File: config.mk
export PLATFORM = sky130hd
export DESIGN_NAME = rc4_drop_keystream_cipher_flat
export DESIGN_NICKNAME = d
export VERILOG_FILES = /design/src/hw/rtl/rc4d_pkg.sv /design/src/hw/rtl/rc4d_stream_if.sv /design/src/hw/rtl/rc4_drop_keystream_cipher.sv /design/src/flat_wrapper.sv
export VERILOG_INCLUDE_DIRS = /design/src /design/src/hw/rtl
export SDC_FILE = /design/constraint.sdc
export NUM_CORES = 2
export LEC_CHECK = 0
export BUFFER_PORTS_ARGS = -buffer_cell sky130_fd_sc_hd__clkbuf_2
export CAP_MARGIN = 0
export CORE_ASPECT_RATIO = 0.5
export CORE_MARGIN = 4
export CORE_UTILIZATION = 50
export CTS_CLUSTER_DIAMETER = 200
export DETAILED_ROUTE_END_ITERATION = 10
export PLACE_DENSITY_LB_ADDON = 0.15
export SLEW_MARGIN = 10
export SYNTH_ARGS = -nofsm -noshare
export SYNTH_HDL_FRONTEND = slang
export SYNTH_SLANG_ARGS = --single-unit
File: constraint.sdc
create_clock -name clk -period 14.4 [get_ports clk]
set_clock_uncertainty 0.15 [all_clocks]
set_input_delay 1.44 -clock clk [delete_from_list [all_inputs] [get_ports clk]]
set_output_delay 1.44 -clock clk [all_outputs]
set_load 0.005 [all_outputs]
File: src/hw/rtl/rc4_drop_keystream_cipher_assert.svh
// ----------------------------------------------------------------------------
// RC4-drop assertion macros
// Shared wrappers for the concurrent checks of the cipher block.
// ----------------------------------------------------------------------------
`ifndef RC4_DROP_KEYSTREAM_CIPHER_ASSERT_SVH
`define RC4_DROP_KEYSTREAM_CIPHER_ASSERT_SVH

// Check a property on every clock edge outside reset.
`define RC4D_ASSERT(label, prop, msg) \
  label: assert property (@(posedge clk) disable iff (!rst_n) (prop)) else $error(msg);

// Check a property on every clock edge, reset cycles included.
`define RC4D_ASSERT_ALWAYS(label, prop, msg) \
  label: assert property (@(posedge clk) (prop)) else $error(msg);

`endif

File: src/hw/rtl/rc4d_pkg.sv
// ----------------------------------------------------------------------------
// RC4-drop package
// Widths, register indexes, action codes and sequencer states.
// ----------------------------------------------------------------------------
package rc4d_pkg;

  localparam int TABLE_DEPTH    = 256;
  localparam int ADDR_W         = $clog2(TABLE_DEPTH);
  localparam int KEY_BYTES_MAX  = 8;
  localparam int KEY_LENGTH_DEF = 8;
  localparam int KEY_W          = 8 * KEY_BYTES_MAX;
  localparam int DROP_W         = 12;
  localparam int CFG_DATA_W     = KEY_W;

  localparam logic [DROP_W-1:0] DROP_RESET = 12'd1025;

  typedef logic [0:0] cfg_idx_t;
  localparam cfg_idx_t CFG_KEY_BYTES  = 1'b0;
  localparam cfg_idx_t CFG_DROP_COUNT = 1'b1;

  localparam logic ACT_INIT  = 1'b0;
  localparam logic ACT_CRYPT = 1'b1;

  typedef enum logic [3:0] {
    ST_IDLE,
    ST_FILL,
    ST_K_RD_I,
    ST_K_RD_J,
    ST_K_WR_I,
    ST_K_WR_J,
    ST_G_RD_I,
    ST_G_RD_J,
    ST_G_WR_I,
    ST_G_WR_J,
    ST_OUT
  } state_t;

endpackage

File: src/hw/rtl/rc4d_stream_if.sv
// ----------------------------------------------------------------------------
// RC4-drop stream channels
// Valid/ready channels for input words and result words.
// ----------------------------------------------------------------------------
interface rc4d_in_if;
  logic       valid;
  logic       ready;
  logic       action;
  logic [7:0] data_byte;
  logic       last_in;

  modport source (output valid, output action, output data_byte, output last_in,
                  input ready);
  modport sink   (input valid, input action, input data_byte, input last_in,
                  output ready);
endinterface

interface rc4d_out_if;
  logic       valid;
  logic       ready;
  logic [7:0] out_byte;
  logic       last_out;

  modport source (output valid, output out_byte, output last_out, input ready);
  modport sink   (input valid, input out_byte, input last_out, output ready);
endinterface

File: src/hw/rtl/rc4_drop_keystream_cipher.sv
// ----------------------------------------------------------------------------
// RC4-drop keystream cipher
// Key schedule, drop phase and byte crypt around one 256 x 8 permutation RAM.
// ----------------------------------------------------------------------------
// The permutation lives in a single synchronous RAM (one write, one read port,
// registered read data) and every swap is a read-read-write-write sequence
// on it, which sets the speed. An init word fills the table, runs the 256
// key schedule steps, then one swap step per dropped byte, all before the
// next word is taken. A crypt word runs one swap step, then puts its
// result in an output register, so the next word is taken while the result
// waits. Crypt words are only meaningful after an init word. The user must
// write the key and drop count registers only while the block is idle; the
// block itself does not enforce it.
module rc4_drop_keystream_cipher #(
  parameter int KEY_LENGTH = rc4d_pkg::KEY_LENGTH_DEF
) (
  input  logic                            clk,
  input  logic                            rst_n,
  rc4d_in_if.sink                         in_ch,
  rc4d_out_if.source                      out_ch,
  input  logic                            cfg_we,
  input  rc4d_pkg::cfg_idx_t              cfg_index,
  input  logic [rc4d_pkg::CFG_DATA_W-1:0] cfg_data
);
  import rc4d_pkg::*;

  localparam int KIDX_W = $clog2(KEY_BYTES_MAX);

  logic [7:0] mem [TABLE_DEPTH];

  state_t              state_r, state_nxt;
  logic [ADDR_W-1:0]   cnt_r, cnt_nxt;
  logic [KIDX_W-1:0]   kidx_r, kidx_nxt;
  logic [ADDR_W-1:0]   i_r, i_nxt;
  logic [ADDR_W-1:0]   j_r, j_nxt;
  logic [7:0]          si_r, si_nxt;
  logic [7:0]          sj_r, sj_nxt;
  logic                fwd_r, fwd_nxt;
  logic                crypt_r, crypt_nxt;
  logic [7:0]          data_r, data_nxt;
  logic                last_r, last_nxt;
  logic [DROP_W-1:0]   drop_left_r, drop_left_nxt;
  logic [KEY_W-1:0]    key_r, key_nxt;
  logic [DROP_W-1:0]   drop_cnt_r, drop_cnt_nxt;
  logic                out_valid_r, out_valid_nxt;
  logic [7:0]          out_byte_r, out_byte_nxt;
  logic                out_last_r, out_last_nxt;
  logic [7:0]          rdata_r;

  logic                mem_we;
  logic [ADDR_W-1:0]   mem_waddr;
  logic [7:0]          mem_wdata;
  logic [ADDR_W-1:0]   mem_raddr;

  logic                in_acc;
  logic [7:0]          key_sel;
  logic [ADDR_W-1:0]   k_sum;
  logic [ADDR_W-1:0]   g_sum;
  logic [ADDR_W-1:0]   t_addr;
  logic [KIDX_W-1:0]   kidx_inc;

  assign in_ch.ready     = (state_r == ST_IDLE);
  assign in_acc          = in_ch.valid && in_ch.ready;
  assign out_ch.valid    = out_valid_r;
  assign out_ch.out_byte = out_byte_r;
  assign out_ch.last_out = out_last_r;

  assign key_sel  = key_r[{kidx_r, 3'b000} +: 8];
  assign k_sum    = j_r + rdata_r + key_sel;
  assign g_sum    = j_r + rdata_r;
  assign t_addr   = si_r + sj_r;
  assign kidx_inc = (kidx_r == KIDX_W'(KEY_LENGTH - 1)) ? '0 : kidx_r + 1'b1;

  always_ff @(posedge clk) begin
    if (mem_we) begin
      mem[mem_waddr] <= mem_wdata;
    end
  end

  always_ff @(posedge clk) begin
    rdata_r <= mem[mem_raddr];
  end

  always_comb begin
    state_nxt     = state_r;
    cnt_nxt       = cnt_r;
    kidx_nxt      = kidx_r;
    i_nxt         = i_r;
    j_nxt         = j_r;
    si_nxt        = si_r;
    sj_nxt        = sj_r;
    fwd_nxt       = fwd_r;
    crypt_nxt     = crypt_r;
    data_nxt      = data_r;
    last_nxt      = last_r;
    drop_left_nxt = drop_left_r;
    key_nxt       = key_r;
    drop_cnt_nxt  = drop_cnt_r;
    out_valid_nxt = out_valid_r;
    out_byte_nxt  = out_byte_r;
    out_last_nxt  = out_last_r;
    mem_we        = 1'b0;
    mem_waddr     = '0;
    mem_wdata     = '0;
    mem_raddr     = '0;

    if (cfg_we) begin
      case (cfg_index)
        CFG_KEY_BYTES:  key_nxt = cfg_data;
        CFG_DROP_COUNT: drop_cnt_nxt = cfg_data[DROP_W-1:0];
        default: ;
      endcase
    end

    if (out_valid_r && out_ch.ready) begin
      out_valid_nxt = 1'b0;
    end

    case (state_r)
      ST_IDLE: begin
        if (in_acc) begin
          if (in_ch.action == ACT_INIT) begin
            cnt_nxt   = '0;
            state_nxt = ST_FILL;
          end else begin
            crypt_nxt = 1'b1;
            data_nxt  = in_ch.data_byte;
            last_nxt  = in_ch.last_in;
            state_nxt = ST_G_RD_I;
          end
        end
      end
      ST_FILL: begin
        mem_we    = 1'b1;
        mem_waddr = cnt_r;
        mem_wdata = cnt_r;
        cnt_nxt   = cnt_r + 1'b1;
        if (cnt_r == '1) begin
          j_nxt     = '0;
          kidx_nxt  = '0;
          state_nxt = ST_K_RD_I;
        end
      end
      ST_K_RD_I: begin
        mem_raddr = cnt_r;
        state_nxt = ST_K_RD_J;
      end
      ST_K_RD_J: begin
        si_nxt    = rdata_r;
        j_nxt     = k_sum;
        mem_raddr = k_sum;
        state_nxt = ST_K_WR_I;
      end
      ST_K_WR_I: begin
        mem_we    = 1'b1;
        mem_waddr = cnt_r;
        mem_wdata = rdata_r;
        state_nxt = ST_K_WR_J;
      end
      ST_K_WR_J: begin
        mem_we    = 1'b1;
        mem_waddr = j_r;
        mem_wdata = si_r;
        cnt_nxt   = cnt_r + 1'b1;
        kidx_nxt  = kidx_inc;
        if (cnt_r == '1) begin
          // schedule done: reset both indices, then drop, or go idle if the drop count is zero
          i_nxt         = '0;
          j_nxt         = '0;
          crypt_nxt     = 1'b0;
          drop_left_nxt = drop_cnt_r;
          state_nxt     = (drop_cnt_r == '0) ? ST_IDLE : ST_G_RD_I;
        end else begin
          state_nxt = ST_K_RD_I;
        end
      end
      ST_G_RD_I: begin
        i_nxt     = i_r + 1'b1;
        mem_raddr = i_r + 1'b1;
        state_nxt = ST_G_RD_J;
      end
      ST_G_RD_J: begin
        si_nxt    = rdata_r;
        j_nxt     = g_sum;
        mem_raddr = g_sum;
        state_nxt = ST_G_WR_I;
      end
      ST_G_WR_I: begin
        sj_nxt    = rdata_r;
        mem_we    = 1'b1;
        mem_waddr = i_r;
        mem_wdata = rdata_r;
        state_nxt = ST_G_WR_J;
      end
      ST_G_WR_J: begin
        mem_we    = 1'b1;
        mem_waddr = j_r;
        mem_wdata = si_r;
        // keystream read collides with this write when it hits entry j
        mem_raddr = t_addr;
        fwd_nxt   = (t_addr == j_r);
        if (crypt_r) begin
          state_nxt = ST_OUT;
        end else begin
          drop_left_nxt = drop_left_r - 1'b1;
          state_nxt     = (drop_left_r == DROP_W'(1)) ? ST_IDLE : ST_G_RD_I;
        end
      end
      ST_OUT: begin
        // hold the read address so the data stays put while stalled
        mem_raddr = t_addr;
        if (!out_valid_r || out_ch.ready) begin
          out_valid_nxt = 1'b1;
          out_byte_nxt  = data_r ^ (fwd_r ? si_r : rdata_r);
          out_last_nxt  = last_r;
          state_nxt     = ST_IDLE;
        end
      end
      default: begin
        state_nxt = ST_IDLE;
      end
    endcase
  end

  always_ff @(posedge clk) begin
    if (!rst_n) begin
      state_r     <= ST_IDLE;
      i_r         <= '0;
      j_r         <= '0;
      key_r       <= '0;
      drop_cnt_r  <= DROP_RESET;
      out_valid_r <= 1'b0;
      crypt_r     <= 1'b0;
      drop_left_r <= '0;
      cnt_r       <= '0;
      kidx_r      <= '0;
    end else begin
      state_r     <= state_nxt;
      i_r         <= i_nxt;
      j_r         <= j_nxt;
      key_r       <= key_nxt;
      drop_cnt_r  <= drop_cnt_nxt;
      out_valid_r <= out_valid_nxt;
      crypt_r     <= crypt_nxt;
      drop_left_r <= drop_left_nxt;
      cnt_r       <= cnt_nxt;
      kidx_r      <= kidx_nxt;
    end
  end

  always_ff @(posedge clk) begin
    si_r       <= si_nxt;
    sj_r       <= sj_nxt;
    fwd_r      <= fwd_nxt;
    data_r     <= data_nxt;
    last_r     <= last_nxt;
    out_byte_r <= out_byte_nxt;
    out_last_r <= out_last_nxt;
  end

  `include "rc4_drop_keystream_cipher_assert.svh"

  `RC4D_ASSERT(a_out_from_result_state, $rose(out_valid_r) |-> $past(state_r) == ST_OUT, "result word raised outside the result state")
  `RC4D_ASSERT(a_write_only_in_swap, mem_we |-> (state_r == ST_FILL || state_r == ST_K_WR_I || state_r == ST_K_WR_J || state_r == ST_G_WR_I || state_r == ST_G_WR_J), "table written outside fill or swap")
  `RC4D_ASSERT(a_drop_left_nonzero, (state_r == ST_G_RD_I && !crypt_r) |-> drop_left_r != '0, "drop step started with nothing left to drop")
  `RC4D_ASSERT_ALWAYS(a_reset_clears_out, !rst_n |=> !out_valid_r, "result word valid after reset")

endmodule
File: src/flat_wrapper.sv
// flat-port wrapper written by rule: the top's interface ports become plain ports
module rc4_drop_keystream_cipher_flat import rc4d_pkg::*;
#(
  parameter int KEY_LENGTH = rc4d_pkg::KEY_LENGTH_DEF
)
  (clk, rst_n, cfg_we, cfg_index, cfg_data, in_ch_valid, in_ch_action, in_ch_data_byte, in_ch_last_in, in_ch_ready, out_ch_valid, out_ch_out_byte, out_ch_last_out, out_ch_ready);
  rc4d_in_if in_ch_i ();
  rc4d_out_if out_ch_i ();
  input  logic clk;
  input  logic rst_n;
  input  logic cfg_we;
  input  rc4d_pkg::cfg_idx_t cfg_index;
  input  logic [rc4d_pkg::CFG_DATA_W-1:0] cfg_data;
  input wire logic [$bits(in_ch_i.valid)-1:0] in_ch_valid;
  input wire logic [$bits(in_ch_i.action)-1:0] in_ch_action;
  input wire logic [$bits(in_ch_i.data_byte)-1:0] in_ch_data_byte;
  input wire logic [$bits(in_ch_i.last_in)-1:0] in_ch_last_in;
  output wire logic [$bits(in_ch_i.ready)-1:0] in_ch_ready;
  output wire logic [$bits(out_ch_i.valid)-1:0] out_ch_valid;
  output wire logic [$bits(out_ch_i.out_byte)-1:0] out_ch_out_byte;
  output wire logic [$bits(out_ch_i.last_out)-1:0] out_ch_last_out;
  input wire logic [$bits(out_ch_i.ready)-1:0] out_ch_ready;
  assign in_ch_i.valid = in_ch_valid;
  assign in_ch_i.action = in_ch_action;
  assign in_ch_i.data_byte = in_ch_data_byte;
  assign in_ch_i.last_in = in_ch_last_in;
  assign in_ch_ready = in_ch_i.ready;
  assign out_ch_valid = out_ch_i.valid;
  assign out_ch_out_byte = out_ch_i.out_byte;
  assign out_ch_last_out = out_ch_i.last_out;
  assign out_ch_i.ready = out_ch_ready;
  rc4_drop_keystream_cipher #(.KEY_LENGTH(KEY_LENGTH)) u_core (.clk(clk), .rst_n(rst_n), .in_ch(in_ch_i), .out_ch(out_ch_i), .cfg_we(cfg_we), .cfg_index(cfg_index), .cfg_data(cfg_data));
endmodule
---- After elaboration in Yosys (flattened, before gate mapping) ----
Memory sizes are Yosys's and may differ from the RTL's. A register that Yosys moved wholly into a read port is not among the register bits.
Index checks and enable logic that the tools add are counted.
storage, ports and cells
  flip-flop bits (word level) ............. 156
  bits in writable memories ............... 2048
  bits of input ports ..................... 80
  output and inout port bits .............. 11
  word-level logic and storage cells ...... 115
  memories kept ........................... 1
memory list
  name        words  bits a word  rd ports  clocked after Yosys merged registers in  write ports  RTL line                         RTL
  u_core.mem  256    8            1         1                                        1            rc4_drop_keystream_cipher.sv:29  logic [7:0] mem [TABLE_DEPTH];
cells by class
  add/subtract/negate cells ............... 7
  equality and inequality tests ........... 22
  shifts and indexed selects .............. 1
  multiplexer cells ....................... 35
  bitwise logic cells ..................... 2
  reductions and logical operators ........ 30
operators with widths
  kind                                                number
  case mux 8 bit (3 select lines)                     3
  indexed part select 64 x 7 -> 8 bit                 1
  case mux 4 bit (11 select lines)                    1
  case mux 8 bit (5 select lines)                     1
  two-way mux 8 bit                                   4
  case mux 8 bit (2 select lines)                     2
  adder 8 bit                                         3
  two-way mux 12 bit                                  2
  case mux 12 bit (2 select lines)                    1
  two-way mux 4 bit                                   5
  adder 8 x 1 -> 8 bit, second input constant         2
  == test 4 x 3 -> 1 bit, second input constant       4
  two-way mux 3 bit                                   5
  == test 12 x 1 -> 1 bit, second input constant      1
  == test 4 bit, second input constant                3
  logical NOT 12 bit                                  1
  AND reduction 2 bit                                 6
  AND reduction 3 bit                                 4
  OR reduction 2 bit                                  6
  subtractor 12 x 1 -> 12 bit, second input constant  1
  nonzero test 2 bit                                  5
  two-way mux 1 bit                                   9
  == test 4 x 2 -> 1 bit, second input constant       2
  == test 8 bit                                       1
  17 further kinds                                    24

---- Longest topological paths before layout ----
  word-level depth ........................ 5
  mapped depth ............................ 19
  gate-level depth less buffers ........... 15

---- Worst setup path after synthesis ----
OpenSTA, ideal clock, no wires.
  path type ............................... reg-to-reg
  start ................................... register u_core.state_r[0]
  end ..................................... memory u_core.mem[0][0] (data pin)
  setup time .............................. 0.770 ns
  arrival time ............................ 4.456 ns
  data required time ...................... 13.480 ns
  path slack .............................. 9.024 ns
  cell stages (with the launch flop) ...... 9
  path buffers ............................ 2
  clock period less this slack ............ 5.376 ns
  cell sequence ........................... dfxtp_1 > buf_2 > nor2b_1 > and2_1 > nand2_1 > nand2_1 > clkbuf_1 > a222oi_1 > inv_1
between the ends
  longest elaborated chain between the ends .. 3
  elaborated cells between the ends (all ways) .. 8
  classes of those cells .................. eq/ne: 5; mux: 1; reduce/logical: 2
ends and longest elaborated chain
  item                                                     RTL line                          RTL
  start: declaration                                       rc4_drop_keystream_cipher.sv:31   state_t state_r, state_nxt;
  start signal: assignment                                 rc4_drop_keystream_cipher.sv:238  state_r <= state_nxt;
  == test 4 x 3 -> 1 bit or == test 4 bit (tied branches)  rc4_drop_keystream_cipher.sv:119  case (state_r)
  OR reduction 2 bit (no source line)                      --
  case mux 8 bit (3 select lines) (*)                      rc4_drop_keystream_cipher.sv:119
  net u_core.mem_wdata[0]                                  rc4_drop_keystream_cipher.sv:52   logic [7:0] mem_wdata;
  end: declaration                                         rc4_drop_keystream_cipher.sv:29
The timed path passes the listed nets; every way through them passes the cells marked *.

---- Worst setup path after layout ----
  start ................................... register u_core.kidx_r[0]
  end ..................................... register u_core.rdata_r[0], read port of u_core.mem
between the ends
  longest elaborated chain between the ends .. 3
ends and longest elaborated chain
  item                                 RTL line                          RTL
  start: declaration                   rc4_drop_keystream_cipher.sv:33   logic [KIDX_W-1:0] kidx_r, kidx_nxt;
  start signal: assignment             rc4_drop_keystream_cipher.sv:247  kidx_r <= kidx_nxt;
  indexed part select 64 x 7 -> 8 bit  rc4_drop_keystream_cipher.sv:68   assign key_sel = key_r[{kidx_r, 3'b000} +: 8];
  adder 8 bit                          rc4_drop_keystream_cipher.sv:69   assign k_sum = j_r + rdata_r + key_sel;
  case mux 8 bit (5 select lines)      rc4_drop_keystream_cipher.sv:119
  end: declaration                     rc4_drop_keystream_cipher.sv:48   logic [7:0] rdata_r;
Every way passes these cells.
A chain may end at the register's enable or synchronous reset.

==> flow_summary.json <==
{
  "crit_top_cell": "mux2i_1",
  "yosys.area.top_type_share_pct": 69.01,
  "fp.dieH_um": 309.1,
  "wl_met3_um": 27480,
  "internal_power_w": 0.01158,
  "critPathKind": "flip-flop to flip-flop",
  "switching_power_w": 0.005301,
  "wl_per_cell_um": 27.36,
  "combPwrFrac_pct": 22.8,
  "numCtsBuffers": 201,
  "finalSetupTns_ns": 0,
  "synth_area_um2": 90630,
  "cp.arrival_ns": 8.52,
  "ys_warn_count": 0,
  "setup_violations": 0,
  "setup_ws_ns": 6.457,
  "hold_violations": 0,
  "yosysTopAreaCell": "edfxtp_1",
  "dr_wl_met2_um": 115200,
  "seqPwrFrac_pct": 45.8,
  "clk_latency_ns": 0.85,
  "synth_edf_count": 2083,
  "swShare_pct": 31.41,
  "worst_path_max_delay_cell": "buf_4",
  "leakagePower_nw": 34.54,
  "post_cts_resized": 0,
  "ys_top_cells_by_area": "edfxtp_1 (69%), nand2_1 (7.3%), dfxtp_1 (2.8%)",
  "grt_pass1_wl_um": 378200,
  "grt_antenna_before_repair": 11,
  "die_w_um": 610.1,
  "clk_pin_slew_worst_paths_ns": 0.06,
  "area_growth_pct": 9.797,
  "postCtsHoldBufs": 0,
  "slew_violations": 0,
  "synthTopCellsByCount": "edfxtp_1 (2,083), nand2_1 (1,766), clkbuf_1 (345)",
  "drt_iter0_drc": 7351,
  "min_period_over_period_pct": 55.16,
  "via_count": 59080,
  "start_kind": "flip-flop",
  "antenna_left": 0,
  "critical_path.endpoint_type": "flip-flop",
  "htree_levels": 4,
  "max_freq_mhz": 125.9,
  "syn-num-nets": 7091,
  "hpwlAfterDp_um": 149200,
  "grt_usage_pct": 26.72,
  "max_slew_margin_pct": 15.09,
  "cp.required_ns": 14.97,
  "rows": 110,
  "powerDensity_nw_per_um2": 169.6,
  "die_area_um2": 188600,
  "hold_path.class": "flip-flop to flip-flop",
  "drc": 0,
  "port_buffers": 90,
  "synth-main-ff-cell": "edfxtp_1",
  "crit_chain": "buf_4 -> mux4_2 -> mux2_2 -> ha_1 -> mux2_2 -> a2bb2oi_4 -> buf_4 -> and2_4 -> buf_12 -> buf_12 -> mux2i_1 -> mux2i_1 -> mux2i_1 -> mux2i_1 -> o22a_1 -> nand4_1 -> o221ai_1",
  "yosysUniqueCellTypes": 76,
  "critical_path.max_fanout": 163,
  "design.core.area_um2": 180000,
  "nNetsFinal": 6980,
  "cpPeakStageDelay_ns": 0.68,
  "top_layer": "met5",
  "seq_area_frac_synth_pct": 71.86,
  "rrSetupSlack_ns": 6.46,
  "post-place-ws_ns": 6.641,
  "ys_async_sr_fraction_pct": 0,
  "ios": 91,
  "synth.most_common_cell": "edfxtp_1",
  "drive_gt1_share_pct": 7.682,
  "avgSynthCellArea_um2": 12.98,
  "worst_pin_slew_ns": 1.269,
  "drtPass1Iterations": 8,
  "synth_cells": 6981,
  "root_buffer": "clkbuf_16",
  "max-vdd-ir-drop_mv": 0.1735,
  "cts_tree": "done",
  "pwr-share-clk_pct": 31.4,
  "drv_cap": 0,
  "ys_seq_elements": 2212,
  "cts_setup_buffers": 0,
  "gp_congestion": 0.8996,
  "placed_cells": 9075,
  "overflow": 0,
  "final_cells": 9442,
  "fill_cells": 14490,
  "fin_hold_ws_ns": 0.2815,
  "grt_max_degree": 193,
  "clockBufferDepth": 4,
  "grt_pass1_vias": 56380,
  "vias_per_cell": 6.257,
  "rsz0062_at_grt": "no",
  "initial_utilization_pct": 50.35,
  "cts.sinks": 2212,
  "outcome": "finished clean",
  "post-route-util_pct": 55.28,
  "fin_crit_ns": 7.943,
  "wl_um": 258400,
  "met1_length_um": 108500
}
==> stage by stage <==
stage          power, W  instance area (um^2)
2_1_floorplan   0.01028                 90630
3_3_place_gp    0.01159                 93160
3_5_place_dp    0.01165                 93170
4_1_cts         0.01687                 99500
5_1_grt         0.01745                 99500
6_report        0.01688                 99510
==> worst paths after layout <==
path	startpoint	endpoint	depth (start not counted)
worst max-delay path	u_core.kidx_r[0]	u_core.rdata_r[0]	17
worst min register to register	u_core.last_r	u_core.out_ch.last_out	0
worst min-delay path	u_core.last_r	u_core.out_ch.last_out	0
worst max register to register	u_core.kidx_r[0]	u_core.rdata_r[0]	17
==> final cells by class <==
class	count	area, um^2	share of cell area [%]
Antenna cell	5	12.51	0.01257
Clock inverter	104	924.6	0.9292
Multi-Input combinational cell	4241	23540	23.66
Timing Repair Buffer	194	1344	1.350
Tap cell	2408	3013	3.028
Sequential cell	2212	65130	65.45
Clock buffer	258	5409	5.435
Inverter	20	135.1	0.1358
==> placed cells by master (no fill, tap or decap), types with 43 or more instances in the layout <==
cell	netlist	final
edfxtp_1	2083	2083
o21ai_0	88	88
nor2_1	342	338
a311oi_1	103	103
a211oi_1	214	214
dfxtp_1	129	129
clkinv_1	1	44
a22oi_1	45	45
mux2i_1	200	200
clkbuf_1	345	43
a31oi_1	209	209
a221oi_1	46	46
buf_4	0	95
clkbuf_16	0	204
a21oi_1	144	144
and3_1	315	315
nand3_1	303	302
clkbuf_2	0	91
nand2_1	1766	1764
==> layer usage <==
| layer | GRT usage (%) | vias up |
|---|---|---|
| met2 | 40.77 | 2905 |
| met1 | 38.39 | 29810 |
| met4 | 7.262 | 8 |
| met5 | 0 | - |
| li1 | - | 25900 |
| met3 | 6.850 | 455 |
==> flip-flops by register name (all words and copies together), names as in the netlist, 3 cells and up <==
name and count:
u_core.mem 2048, u_core.key_r 64, u_core.drop_cnt_r 12, u_core.drop_left_r 12, u_core.cnt_r 8, u_core.data_r 8, u_core.i_r 8, u_core.j_r 8
u_core.out_ch.out_byte 8, u_core.rdata_r 8, u_core.si_r 8, u_core.sj_r 8, u_core.state_r 4, u_core.kidx_r 3
==> power groups by stage <==
stage / Clock, W / Sequential (W) / Combinational (W)
4_1_cts: 0.00534 / 0.00773 / 0.00380
3_3_place_gp: 0 / 0.00786 / 0.00373
3_5_place_dp: 0 / 0.00786 / 0.00379
6_report: 0.00530 / 0.00773 / 0.00385
5_1_grt: 0.00562 / 0.00773 / 0.00410
2_1_floorplan: 0 / 0.00795 / 0.00233
==> worst max-delay path: cells and delay by family (launching register included) <==
kind                     cells  cell delay, ns
flip-flops                   1            0.32
AND/OR/NAND/NOR              2            1.20
AO/OA/AOI/OAI                3            0.75
multiplexers                 7            2.14
buffers and inverters        4            2.20
adder cells (fa/ha/maj)      1            0.29
==> kinds of logic after synthesis <==
group,count (synthesis),synth area share [%]
AO/OA/AOI/OAI,1083,8.614
XOR/XNOR,48,0.4942
adder cells (fa/ha/maj),30,0.4390
buffers and inverters,528,2.336
flip-flops,2212,71.86
multiplexers,227,2.764
AND/OR/NAND/NOR,2853,13.49
Note: power is estimated with default switching activity, not from simulation.
